<file path="src/rtl/core/rvml_pkg.sv">
// ---------------------------------------------------------------------------
// rvml_pkg
// Shared types and constants of the rail voltage monitor with flap lockout.
// ---------------------------------------------------------------------------
package rvml_pkg;

  localparam int SAMPLE_W   = 16;
  localparam int TIME_W     = 32;
  localparam int CODE_W     = 2;
  localparam int CFG_IDX_W  = 3;
  localparam int CFG_DATA_W = 16;

  // Stream payload widths; the tdata widths are padded to whole bytes
  localparam int IN_TDATA_W  = 48;
  localparam int IN_TUSER_W  = 1;
  localparam int OUT_TDATA_W = 24;

  localparam int DEF_AVERAGE_DEPTH = 20;
  localparam int DEF_BANK_COUNT    = 2;

  localparam logic [SAMPLE_W-1:0] RST_HIGH_THR    = 16'd10500;
  localparam logic [SAMPLE_W-1:0] RST_LOW_THR     = 16'd3000;
  localparam logic                RST_SERVO_LOCK  = 1'b0;
  localparam logic [15:0]         RST_FLAP_WINDOW = 16'd200;
  localparam logic [15:0]         RST_LOCKOUT     = 16'd1000;

  typedef enum logic [CFG_IDX_W-1:0] {
    CFG_HIGH_THR    = 3'd0,
    CFG_LOW_THR     = 3'd1,
    CFG_SERVO_LOCK  = 3'd2,
    CFG_FLAP_WINDOW = 3'd3,
    CFG_LOCKOUT     = 3'd4
  } cfg_idx_e;

  typedef enum logic [CODE_W-1:0] {
    STATUS_NONE        = 2'd0,
    STATUS_HIGH        = 2'd1,
    STATUS_LOW         = 2'd2,
    STATUS_HIGH_LOCKED = 2'd3
  } status_e;

  typedef struct packed {
    logic [SAMPLE_W-1:0] high_thr;
    logic [SAMPLE_W-1:0] low_thr;
    logic                servo_lock;
    logic [15:0]         flap_window;
    logic [15:0]         lockout;
  } cfg_t;

  // Per-item control toward the sample ring
  typedef struct packed {
    logic take;     // item leaves the input stage this cycle
    logic discard;  // lockout active: leave the ring untouched
  } ring_ctrl_t;

  typedef struct packed {
    status_e code;
    logic    locked_out;
    logic    power_change;
  } res_t;

endpackage

</file>
<file path="src/rtl/core/rvml_ring.sv">
// ---------------------------------------------------------------------------
// rvml_ring
// Per-bank sample ring with exact running sum and constant-divide average.
// ---------------------------------------------------------------------------
module rvml_ring
  import rvml_pkg::*;
#(
  parameter int AVERAGE_DEPTH = DEF_AVERAGE_DEPTH,
  parameter int BANK_COUNT    = DEF_BANK_COUNT,
  localparam int BANK_W = (BANK_COUNT > 1) ? $clog2(BANK_COUNT) : 1
) (
  input  logic                clk_i,
  input  logic                rst_ni,
  input  logic                rd_en_i,
  input  logic [BANK_W-1:0]   rd_bank_i,
  input  ring_ctrl_t          ctrl_i,
  input  logic [BANK_W-1:0]   bank_i,
  input  logic [SAMPLE_W-1:0] sample_i,
  output logic [SAMPLE_W-1:0] avg_o
);

  localparam int POS_W  = $clog2(AVERAGE_DEPTH);
  localparam int SUM_W  = SAMPLE_W + $clog2(AVERAGE_DEPTH);
  localparam int DIV_K  = SUM_W + $clog2(AVERAGE_DEPTH);
  localparam int DIV_M  = ((1 << DIV_K) + AVERAGE_DEPTH - 1) / AVERAGE_DEPTH;
  localparam int M_W    = DIV_K + 1;
  localparam int PROD_W = SUM_W + M_W;
  localparam logic [M_W-1:0]   DIV_M_C = M_W'(DIV_M);
  localparam logic [POS_W-1:0] POS_LAST = POS_W'(AVERAGE_DEPTH - 1);

  logic [SAMPLE_W-1:0]      mem_q [BANK_COUNT][AVERAGE_DEPTH];
  logic [AVERAGE_DEPTH-1:0] vld_q [BANK_COUNT];
  logic [POS_W-1:0]         pos_q [BANK_COUNT];
  logic [POS_W-1:0]         pos_d [BANK_COUNT];
  logic [SUM_W-1:0]         sum_q [BANK_COUNT];
  logic [SUM_W-1:0]         sum_d [BANK_COUNT];

  logic [SAMPLE_W-1:0] old_q;
  logic                old_vld_q;
  logic [SAMPLE_W-1:0] old_sample;
  logic [SUM_W-1:0]    new_sum;
  logic [SUM_W-1:0]    div_in;
  logic [PROD_W-1:0]   prod;
  logic                push;
  logic [POS_W-1:0]    rd_pos;

  assign push       = ctrl_i.take & ~ctrl_i.discard;
  assign old_sample = old_vld_q ? old_q : '0;
  assign new_sum    = sum_q[bank_i] - SUM_W'(old_sample) + SUM_W'(sample_i);
  assign div_in     = ctrl_i.discard ? sum_q[bank_i] : new_sum;

  // floor(sum / depth) via reciprocal; exact over the whole sum range
  assign prod  = PROD_W'(div_in) * PROD_W'(DIV_M_C);
  assign avg_o = prod[DIV_K +: SAMPLE_W];

  always_comb begin
    for (int b = 0; b < BANK_COUNT; b++) begin
      pos_d[b] = pos_q[b];
      sum_d[b] = sum_q[b];
      if (push && (bank_i == BANK_W'(b))) begin
        pos_d[b] = (pos_q[b] == POS_LAST) ? '0 : pos_q[b] + 1'b1;
        sum_d[b] = new_sum;
      end
    end
  end

  // Forward the advancing position so the read lines up with the next push
  assign rd_pos = pos_d[rd_bank_i];

  always_ff @(posedge clk_i or negedge rst_ni) begin
    if (!rst_ni) begin
      pos_q <= '{default: '0};
      sum_q <= '{default: '0};
      vld_q <= '{default: '0};
    end else begin
      pos_q <= pos_d;
      sum_q <= sum_d;
      if (push) begin
        vld_q[bank_i][pos_q[bank_i]] <= 1'b1;
      end
    end
  end

  always_ff @(posedge clk_i) begin
    if (push) begin
      mem_q[bank_i][pos_q[bank_i]] <= sample_i;
    end
    if (rd_en_i) begin
      old_q     <= mem_q[rd_bank_i][rd_pos];
      old_vld_q <= vld_q[rd_bank_i][rd_pos];
    end
  end

  for (genvar g = 0; g < BANK_COUNT; g++) begin : g_chk
    a_pos_range: assert property (@(posedge clk_i) disable iff (!rst_ni)
      pos_q[g] <= POS_LAST)
      else $error("ring position out of range");
  end

endmodule

</file>
<file path="src/rtl/core/rvml_flap_ctrl.sv">
// ---------------------------------------------------------------------------
// rvml_flap_ctrl
// Average classification, flap detection and lockout timing.
// ---------------------------------------------------------------------------
module rvml_flap_ctrl
  import rvml_pkg::*;
(
  input  logic                clk_i,
  input  logic                rst_ni,
  input  logic                fire_i,
  input  logic [TIME_W-1:0]   now_i,
  input  logic [SAMPLE_W-1:0] avg_i,
  input  cfg_t                cfg_i,
  output logic                lock_o,
  output res_t                res_o
);

  logic [TIME_W-1:0] last_high_q, last_high_d;
  logic [TIME_W-1:0] last_low_q, last_low_d;
  logic              high_seen_q, high_seen_d;
  logic              low_seen_q, low_seen_d;
  logic              lock_q, lock_d;
  logic [TIME_W-1:0] start_q, start_d;

  logic [TIME_W-1:0] dl, dh, dlock;
  logic              flap, expired, is_high;

  assign dl      = now_i - last_low_q;
  assign dh      = now_i - last_high_q;
  assign dlock   = now_i - start_q;
  assign expired = dlock > TIME_W'(cfg_i.lockout);
  assign flap    = high_seen_q && low_seen_q && (dl != '0) && (dh != '0) &&
                   (dl < TIME_W'(cfg_i.flap_window)) && (dh < TIME_W'(cfg_i.flap_window));
  assign is_high = avg_i > cfg_i.high_thr;

  always_comb begin
    last_high_d = last_high_q;
    last_low_d  = last_low_q;
    high_seen_d = high_seen_q;
    low_seen_d  = low_seen_q;
    lock_d      = lock_q;
    start_d     = start_q;
    res_o.code  = STATUS_NONE;
    if (lock_q) begin
      res_o.locked_out   = ~expired;
      res_o.power_change = expired;
      if (fire_i) begin
        lock_d = ~expired;
      end
    end else begin
      res_o.locked_out   = flap;
      res_o.power_change = flap;
      if (is_high) begin
        res_o.code = cfg_i.servo_lock ? STATUS_HIGH_LOCKED : STATUS_HIGH;
      end else if ((avg_i < cfg_i.low_thr) && !cfg_i.servo_lock) begin
        res_o.code = STATUS_LOW;
      end
      if (fire_i) begin
        if (flap) begin
          lock_d  = 1'b1;
          start_d = now_i;
        end
        if (is_high) begin
          last_high_d = now_i;
          high_seen_d = 1'b1;
        end else begin
          // every non-high average counts as low for flap tracking
          last_low_d = now_i;
          low_seen_d = 1'b1;
        end
      end
    end
  end

  assign lock_o = lock_q;

  always_ff @(posedge clk_i or negedge rst_ni) begin
    if (!rst_ni) begin
      last_high_q <= '0;
      last_low_q  <= '0;
      high_seen_q <= 1'b0;
      low_seen_q  <= 1'b0;
      lock_q      <= 1'b0;
      start_q     <= '0;
    end else begin
      last_high_q <= last_high_d;
      last_low_q  <= last_low_d;
      high_seen_q <= high_seen_d;
      low_seen_q  <= low_seen_d;
      lock_q      <= lock_d;
      start_q     <= start_d;
    end
  end

  a_lock_entry: assert property (@(posedge clk_i) disable iff (!rst_ni)
    fire_i && !lock_q && flap |=> lock_q && (start_q == $past(now_i)))
    else $error("lockout entry did not latch start time");

  a_lock_exit: assert property (@(posedge clk_i) disable iff (!rst_ni)
    $fell(lock_q) |-> $past(fire_i) && $past(expired))
    else $error("lockout left without an expired item");

endmodule

</file>
<file path="src/rtl/core/rail_voltage_monitor_lockout.sv">
// ---------------------------------------------------------------------------
// rail_voltage_monitor_lockout
// Two-bank rail voltage moving-average monitor with flap lockout.
// ---------------------------------------------------------------------------
// Usage:
//   Send one beat per rail sample on the s_axis channel: tuser carries the
//   bank, tdata the sample and the current millisecond time. Every input
//   beat yields exactly one m_axis beat with the status code, the bank's
//   moving average, the lockout flag and the power change flag.
//   Thresholds, servo lock, flap window and lockout time are written over
//   the cfg channel (always ready); write them only while the block is idle.
// Timing:
//   One beat per cycle sustained while m_axis_tready stays high. A result
//   beat passes two registers: the accepting edge loads the input stage
//   (which also reads the old ring sample from memory), and the result
//   register is loaded when the input stage advances.
//   The ring sum update, reciprocal multiply for the average and the
//   threshold compares sit between those two registers.
// Reset:
//   rst_ni clears the sample rings (via per-entry valid bits), sums,
//   positions, flap history and lockout state, and reloads register defaults.
// Backpressure:
//   When m_axis_tready is low, the result register holds, the input stage
//   keeps one more beat, and s_axis_tready drops until the result drains.
// ---------------------------------------------------------------------------
module rail_voltage_monitor_lockout
  import rvml_pkg::*;
#(
  parameter int AVERAGE_DEPTH = DEF_AVERAGE_DEPTH,
  parameter int BANK_COUNT    = DEF_BANK_COUNT
) (
  input  logic                   clk_i,
  input  logic                   rst_ni,
  // input stream
  input  logic                   s_axis_tvalid,
  output logic                   s_axis_tready,
  input  logic [IN_TDATA_W-1:0]  s_axis_tdata,   // [15:0] sample_mv, [47:16] now_ms
  input  logic [IN_TUSER_W-1:0]  s_axis_tuser,   // [0] bank
  // result stream
  output logic                   m_axis_tvalid,
  input  logic                   m_axis_tready,
  output logic [OUT_TDATA_W-1:0] m_axis_tdata,   // [1:0] status_code, [17:2] average_mv,
                                                 // [18] locked_out, [19] power_change,
                                                 // [23:20] zero
  // register writes
  input  logic                   cfg_valid_i,
  output logic                   cfg_ready_o,
  input  logic [CFG_IDX_W-1:0]   cfg_index_i,
  input  logic [CFG_DATA_W-1:0]  cfg_data_i
);

  localparam int BANK_W = (BANK_COUNT > 1) ? $clog2(BANK_COUNT) : 1;

  // Configuration registers
  cfg_t cfg_q, cfg_d;

  // Input stage
  logic                s1_valid_q, s1_valid_d;
  logic [BANK_W-1:0]   s1_bank_q;
  logic [SAMPLE_W-1:0] s1_sample_q;
  logic [TIME_W-1:0]   s1_now_q;
  logic                s1_fire;
  logic                in_beat;
  logic [BANK_W-1:0]   in_bank;

  // Result register
  logic                   out_valid_q, out_valid_d;
  logic [OUT_TDATA_W-1:0] out_data_q;

  logic [SAMPLE_W-1:0] avg;
  logic                lock;
  res_t                res;
  ring_ctrl_t          ring_ctrl;

  // Banks above the count wrap; the one-bit bank field only needs folding
  // when a single bank is built.
  assign in_bank = (BANK_COUNT == 1) ? '0 : BANK_W'(s_axis_tuser[0]);

  // Advance the input stage whenever the result register is free or draining
  assign s1_fire       = s1_valid_q & (~out_valid_q | m_axis_tready);
  assign s_axis_tready = ~s1_valid_q | s1_fire;
  assign in_beat       = s_axis_tvalid & s_axis_tready;
  assign s1_valid_d    = in_beat | (s1_valid_q & ~s1_fire);
  assign out_valid_d   = s1_fire | (out_valid_q & ~m_axis_tready);

  assign ring_ctrl.take    = s1_fire;
  assign ring_ctrl.discard = lock;

  // Config writes: always taken, unknown indexes dropped
  assign cfg_ready_o = 1'b1;

  always_comb begin
    cfg_d = cfg_q;
    if (cfg_valid_i) begin
      case (cfg_idx_e'(cfg_index_i))
        CFG_HIGH_THR:    cfg_d.high_thr    = cfg_data_i;
        CFG_LOW_THR:     cfg_d.low_thr     = cfg_data_i;
        CFG_SERVO_LOCK:  cfg_d.servo_lock  = cfg_data_i[0];
        CFG_FLAP_WINDOW: cfg_d.flap_window = cfg_data_i;
        CFG_LOCKOUT:     cfg_d.lockout     = cfg_data_i;
        default:         cfg_d = cfg_q;
      endcase
    end
  end

  rvml_ring #(
    .AVERAGE_DEPTH (AVERAGE_DEPTH),
    .BANK_COUNT    (BANK_COUNT)
  ) u_ring (
    .clk_i     (clk_i),
    .rst_ni    (rst_ni),
    .rd_en_i   (in_beat),
    .rd_bank_i (in_bank),
    .ctrl_i    (ring_ctrl),
    .bank_i    (s1_bank_q),
    .sample_i  (s1_sample_q),
    .avg_o     (avg)
  );

  rvml_flap_ctrl u_flap (
    .clk_i  (clk_i),
    .rst_ni (rst_ni),
    .fire_i (s1_fire),
    .now_i  (s1_now_q),
    .avg_i  (avg),
    .cfg_i  (cfg_q),
    .lock_o (lock),
    .res_o  (res)
  );

  always_ff @(posedge clk_i or negedge rst_ni) begin
    if (!rst_ni) begin
      cfg_q.high_thr    <= RST_HIGH_THR;
      cfg_q.low_thr     <= RST_LOW_THR;
      cfg_q.servo_lock  <= RST_SERVO_LOCK;
      cfg_q.flap_window <= RST_FLAP_WINDOW;
      cfg_q.lockout     <= RST_LOCKOUT;
      s1_valid_q        <= 1'b0;
      out_valid_q       <= 1'b0;
    end else begin
      cfg_q       <= cfg_d;
      s1_valid_q  <= s1_valid_d;
      out_valid_q <= out_valid_d;
    end
  end

  // Payload registers: hold unless a beat moves in
  always_ff @(posedge clk_i) begin
    if (in_beat) begin
      s1_bank_q   <= in_bank;
      s1_sample_q <= s_axis_tdata[SAMPLE_W-1:0];
      s1_now_q    <= s_axis_tdata[SAMPLE_W +: TIME_W];
    end
    if (s1_fire) begin
      out_data_q <= {4'b0000, res.power_change, res.locked_out, avg, res.code};
    end
  end

  assign m_axis_tvalid = out_valid_q;
  assign m_axis_tdata  = out_data_q;

  // A steady lockout beat never reports a classification
  a_locked_code: assert property (@(posedge clk_i) disable iff (!rst_ni)
    m_axis_tvalid && m_axis_tdata[18] && !m_axis_tdata[19] |->
      (m_axis_tdata[1:0] == STATUS_NONE))
    else $error("nonzero status during steady lockout");

endmodule
</file>
<file path="config.mk">
export PLATFORM = sky130hd
export DESIGN_NAME = rail_voltage_monitor_lockout
export DESIGN_NICKNAME = d
export VERILOG_FILES = /design/src/rtl/core/rvml_pkg.sv /design/src/rtl/core/rvml_ring.sv /design/src/rtl/core/rvml_flap_ctrl.sv /design/src/rtl/core/rail_voltage_monitor_lockout.sv
export SDC_FILE = /design/constraint.sdc
export NUM_CORES = 2
export LEC_CHECK = 0
export ABC_AREA = 0
export ABC_CLOCK_PERIOD_IN_PS = 13500
export BUFFER_PORTS_ARGS = -buffer_cell sky130_fd_sc_hd__buf_4
export CORE_ASPECT_RATIO = 0.8
export CORE_MARGIN = 4
export CORE_UTILIZATION = 50
export DETAILED_ROUTE_END_ITERATION = 8
export PLACE_DENSITY = 0.72
export SLEW_MARGIN = 5
export SYNTH_ARGS = -nofsm -noshare
export SYNTH_HDL_FRONTEND = slang
export SYNTH_HIERARCHICAL = 1
export SYNTH_SLANG_ARGS = --single-unit
</file>
<file path="constraint.sdc">
create_clock -name clk_i -period 13.5 [get_ports clk_i]
set_clock_uncertainty 0.2 [all_clocks]
set_input_delay 0 -clock clk_i [delete_from_list [all_inputs] [get_ports clk_i]]
set_output_delay 0 -clock clk_i [all_outputs]
set_load 0.03 [all_outputs]
</file>
# ---- After elaboration in Yosys (flattened, before gate mapping)
# Memories as Yosys holds them, arrays and structs flattened.
# Index checks and enable logic that the tools add are counted.
# Widths: inputs -> output; s select.
dict set report op_classes {
  n_reduce_logical 23
  bitwise_logic 22
  n_mul 1
  order_cmp 14
  shifts 0
  muxes 39
  n_div 0
  eq_ne 6
  n_addsub 7
}
# op count
set ops {}
lappend ops {{$mux 320} 1}
lappend ops {{$sub 32x32->32} 3}
lappend ops {{$mux 21} 4}
lappend ops {{$bmux 16 s5} 1}
lappend ops {{$demux 16 s5} 1}
lappend ops {{$mux 20} 4}
lappend ops {{$lt 32x16->1} 2}
lappend ops {{$mux 16} 4}
lappend ops {{$reduce_bool 32->1} 2}
lappend ops {{$mux 5} 10}
lappend ops {{$mul 21x20->40 const B} 1}
lappend ops {{$or 40x40->40} 1}
lappend ops {{$gt 32x16->1} 1}
lappend ops {{$add 21x16->21} 1}
lappend ops {{$sub 21x16->21} 1}
lappend ops {{$demux 20 s1} 1}
lappend ops {{$gt 16x16->1} 1}
lappend ops {{$lt 16x16->1} 1}
lappend ops {{$ge 6x6->1 const B} 2}
lappend ops {{$lt 5x6->1 const B} 2}
lappend ops {{$not 5->6} 2}
lappend ops {{$logic_and 1x1->1} 11}
lappend ops {{$add 5x1->5 const B} 2}
lappend ops {{$eq 5x5->1 const B} 2}
lappend ops {{19 further kinds} 51}
dict set report word_totals {
  memories 1
  out_inout_bits 27
  romBits 0
  latchBits 0
  regBits 344
  inputBits 73
  ram_bits 640
  wordCells 139
}
# name depth word_bits read_ports rd_clocked_by_memory_dff write_ports line_no
set mem_list {}
lappend mem_list {u_ring.mem_q 2 320 1 0 1 rvml_ring.sv:31} ;# logic [SAMPLE_W-1:0] mem_q [BANK_COUNT][AVERAGE_DEPTH];

# ---- Logic depth before layout (Yosys ltp)
dict set report logic_depth {
  depth_word 13
  ltp_mapped 53
  ltp_nobuf 50
}

# ---- Cells and area by module
# Netlist, hierarchy kept.
# mod area_each_um2 cells_each instances seq_area_each_um2
set modules_own_cells {}
lappend modules_own_cells {rvml_ring 38324.3 2856 1 22031.1}
lappend modules_own_cells {rvml_flap_ctrl 12553.3 1534 1 2477.4}
lappend modules_own_cells {rail_voltage_monitor_lockout 4734.5 225 1 3773.6}

# ---- Worst setup path before layout
# Ideal clock, no wire load.
dict set report synth_path {
  kind {register to register}
  start {register s1_bank_q}
  end {register u_flap.last_high_q[10]}
  path_buffers 5
  path_slack_ns 1.385
  setup_time_ns 0.125
  path_stages_with_launch 47
  t_required_ns 13.175
  period_less_slack_ns 12.115
  arrival_ns 11.791
  cell_sequence {edfxtp_1 > buf_4 > buf_2 > buf_1 > mux2i_1 > fa_1 > inv_1 > ha_1 > a211o_1 > a21oi_1 > a221o_1 > a21o_1 > a21oi_1 > a211o_1 > a31oi_1 > mux2_2 > and2_1 > ha_1 > [... 11 more ...] > a21o_1 > a2111oi_2 > o221ai_1 > a311oi_2 > nor3_2 > o41a_1 > a21oi_1 > xnor2_1 > ha_1 > a21o_1 > a21o_1 > a21oi_1 > o21ai_0 > o31ai_1 > nand2b_1 > clkbuf_1 > clkbuf_1 > mux2_2}
}
dict set report synth_between {
  elab_chain_cells 10
}
# item line_no
set synth_rtl {}
lappend synth_rtl {{from (decl)} rail_voltage_monitor_lockout.sv:59} ;# logic [BANK_W-1:0] s1_bank_q;
lappend synth_rtl {{from (signal assigned)} rail_voltage_monitor_lockout.sv:150} ;# s1_bank_q <= in_bank;
lappend synth_rtl {{$not 1->2 (implied by the code) *} {rvml_ring.sv:49, rvml_ring.sv:50}}
lappend synth_rtl {{$mux 21 (implied by the code) * (3 in series)} {rvml_ring.sv:49, rvml_ring.sv:50}}
lappend synth_rtl {{$sub 21x16->21} rvml_ring.sv:49} ;# assign new_sum = sum_q[bank_i] - SUM_W'(old_sample) + SUM_W'(sample_i);
lappend synth_rtl {{$add 21x16->21} rvml_ring.sv:49}
lappend synth_rtl {{$mux 21 *} rvml_ring.sv:50} ;# assign div_in = ctrl_i.discard ? sum_q[bank_i] : new_sum;
lappend synth_rtl {{$mul 21x20->40 *} rvml_ring.sv:53} ;# assign prod = PROD_W'(div_in) * PROD_W'(DIV_M_C);
lappend synth_rtl {{net avg[9]} rail_voltage_monitor_lockout.sv:70} ;# logic [SAMPLE_W-1:0] avg;
lappend synth_rtl {{$gt 16x16->1 *} rvml_flap_ctrl.sv:34} ;# assign is_high = avg_i > cfg_i.high_thr;
lappend synth_rtl {{$reduce_and 3->1 (no line) *} -}
lappend synth_rtl {{to (signal assigned)} rvml_flap_ctrl.sv:86} ;# last_high_q <= last_high_d;
lappend synth_rtl {{to (decl)} rvml_flap_ctrl.sv:18} ;# logic [TIME_W-1:0] last_high_q, last_high_d;
# The timed path passes the listed nets; every way through them passes the cells marked *. The select of a mux whose other input is x is not followed.
# A chain may end at the register's enable or synchronous reset.

# ---- Final worst setup path
dict set report layout_path {
  start {register s1_bank_q}
  end {register u_flap.last_high_q[27]}
}
# Same word-level chain as after synthesis.

==> impl_metrics.csv <==
group,metric,value,unit
layout,final_cell_mix,"726 x edfxtp_1, 503 x inv_1, 465 x nand2_1",
cts,tritoncts,"built",
critical_path,cp_max_fo,33,
cts,h-tree-depth,3,
critical_path,cp.arrival,13.09,ns
sta,worstMarginPinSlew,1.29,ns
grt,track_usage,25.3,%
critical_path,critPathRequiredTime,13.90,ns
worst_hold_path,hold_path_class,"primary input to register",
layout,nets,5516,
grt,antenna_found_initial,6,
cts,clk_latency,0.73,ns
yosys,yosys_warnings,6,
yosys,synth_seq_cells,984,
route,first_pass_iters,7,
run,maxCapViolCount,0,
yosys,synth_edf_count,726,
route,via_count,38300,
route,drtIter0Drc,4553,
yosys,synth_area,55600,um2
placed_design,routabilityCongestion,0.925,
critical_path,cp_slowest_stage_delay,0.68,ns
floorplanning,die_h,306,um
yosys,synthCells,4615,
critical_path,critPathKind,"register to register",
floorplanning,io_pins,100,
yosys,yosys_most_used_dff,"edfxtp_1",
grt,grt_max_degree,137,
sta,max_freq,78.8,MHz
floorplanning,coreArea,110000,um2
route,via_per_inst,5.97,
sta,slew_violations,0,
grt,grt_pass1_vias,37100,
grt,grt_pass1_wl,227000,um
critical_path,critPathLaunchType,"register",
sta,finalHoldViolCount,0,
cts,clkSinkCount,984,
cts,numCtsBuffers,99,
critical_path,cp-end-kind,"register",
sta,min_period_over_period,94.0,%
critical_path,crit_top_cell,"ha_1",
yosys,avgSynthCellArea,12.1,um2
layout,areaGrowthSynthToFinish,12.9,%
floorplanning,chipWidth,381,um
floorplanning,initial_core_util,50.3,%
cts,cts_buffer_depth,3,
route,drcViolationCount,0,
yosys,synthArstFlopShare,26.2,%
layout,layout_commonest_cell,"edfxtp_1",
layout,layout-drive-gt1-share,13.5,%
yosys,synth.distinct_cells,113,
route,drtAntennaViolNets,0,
sta,finalSetupTns,0,ns
cts,root_buffer,"clkbuf_16",
cts,clk_pin_slew,0.06,ns
floorplanning,die_area,117000,um2
sta,layout_min_cycle_time,12.69,ns
run_status,status,"finished clean",
sta,setup-violations-final,0,
sta,slew_headroom,13.2,%
floorplanning,rows,109,
critical_path,cpMaxStageDelayCell,"edfxtp_1",
grt,grt-ovfl-total,0,
placed_design,hpwlAfterDp,101000,um
sta,rsz0062_at_grt,"false",
route,drt-total-wl,149000,um
cts,cts_resized,0,
route,wl_per_cell,23.2,um
placed_design,portBuffers,94,
yosys,ys_seq_area_share,50.9,%
sequential cells by signal, summed over array words and instances (netlist names):
signal	cells
s1_valid_q	1
u_ring/vld_q	40
u_flap/last_high_q	32
u_flap/start_q	32
m_axis_tdata	20
cfg_q	65
s1_now_q	32
u_flap/high_seen_q	1
u_ring/pos_q	10
s1_sample_q	16
u_ring/old_q	16
u_flap/last_low_q	32
u_ring/mem_q	640
m_axis_tvalid	1
u_ring/sum_q	42
u_flap/lock_o	1
u_flap/low_seen_q	1
s1_bank_q	1
u_ring/old_vld_q	1
critical path, delay by kind of cell (launching register included):
family	cells	cell delay (ns)
AOI/OAI and AO/OA	19	4.56
xor gates and xnor gates	1	0.22
adders and majority gates	11	4.24
buffers and inverters	6	1.03
DFF	1	0.68
muxes	3	1.10
and+or+nand+nor	3	0.55
metrics by stage:
step / cells / util [%] / worst slack, ns / instance area (um2) / hold slack (ns)
final: 6418 / 56.8 / 0.814 / 62800 / 0.173
after global routing: 6416 / 56.8 / 0.202 / 62800 / 0.173
after CTS: 6415 / 56.8 / 0.739 / 62700 / 0.110
after detailed placement: 6081 / 52.5 / 0.775 / 58000 / -0.152
after global placement: 6081 / 52.5 / 0.903 / 58000 / -0.155
after floorplan: 4618 / - / 1.38 / 55600 / -0.496
cells in the mapped netlist, types with 82 or more instances:
master    count  area [um2]
edfxtp_1    726       21800
inv_1       504        1890
nand2_1     465        1750
o21ai_0     137         686
ha_1        402        5030
dfrtp_1     238        5960
a21o_1       82         616
a21oi_1     140         701
fa_1        154        3080
mux2i_1     123        1230
mux2_2      151        1700
nand3_1      86         430
nor2_1      187         702
per-layer routing:
metal  part of all wire [%]  track usage [%]
met3                     11             7.45
met4                    2.6             6.85
met5                  0.028                0
met2                     42             35.8
met1                     44             37.9
cell families after synthesis:
family / count (synthesis) / share of synthesized area [%]
fa+ha+maj: 558 / 14.6
mux: 340 / 7.52
simple gates: 1081 / 9.33
buf+inv: 677 / 5.03
compound gates: 857 / 10.8
other cells: 2 / 0.0135
xor+xnor: 116 / 1.83
flops: 984 / 50.9
final cells by class:
class | count | area (um2)
clock buffer | 141 | 2710
tap | 1443 | 1810
antenna | 2 | 5.00
multi-input combinational | 2957 | 24600
sequential | 984 | 28300
inverter | 506 | 1900
fill | 8949 | 47700
clock inverter | 46 | 534
timing repair buffer | 339 | 2950
worst paths after layout:
kind	start	to	slack [ns]	depth (start not counted)
setup / recovery	s1_bank_q	u_flap/last_high_q[27]	0.81	43
hold / removal	cfg_valid_i	cfg_q[32]	0.17	4
setup reg to reg	s1_bank_q	u_flap/last_high_q[27]	0.81	43
hold reg to reg	u_ring/vld_q[3]	u_ring/vld_q[3]	0.27	1
max in group asynchronous	rst_ni	u_ring/vld_q[8]	10.99	5
min in group asynchronous	rst_ni	cfg_q[6]	0.31	3
repair_timing:
action | 4_1_cts | 5_1_grt
setup buffers | 0 | 1
hold endpoints to repair | 322 | 0
endpoints found under the setup margin | 0 | 30
hold buffers | 147 | 0
Power is left out: the tool's default activity adds up to more than one toggle a clock period on the data nets, which glitch-free logic cannot reach.
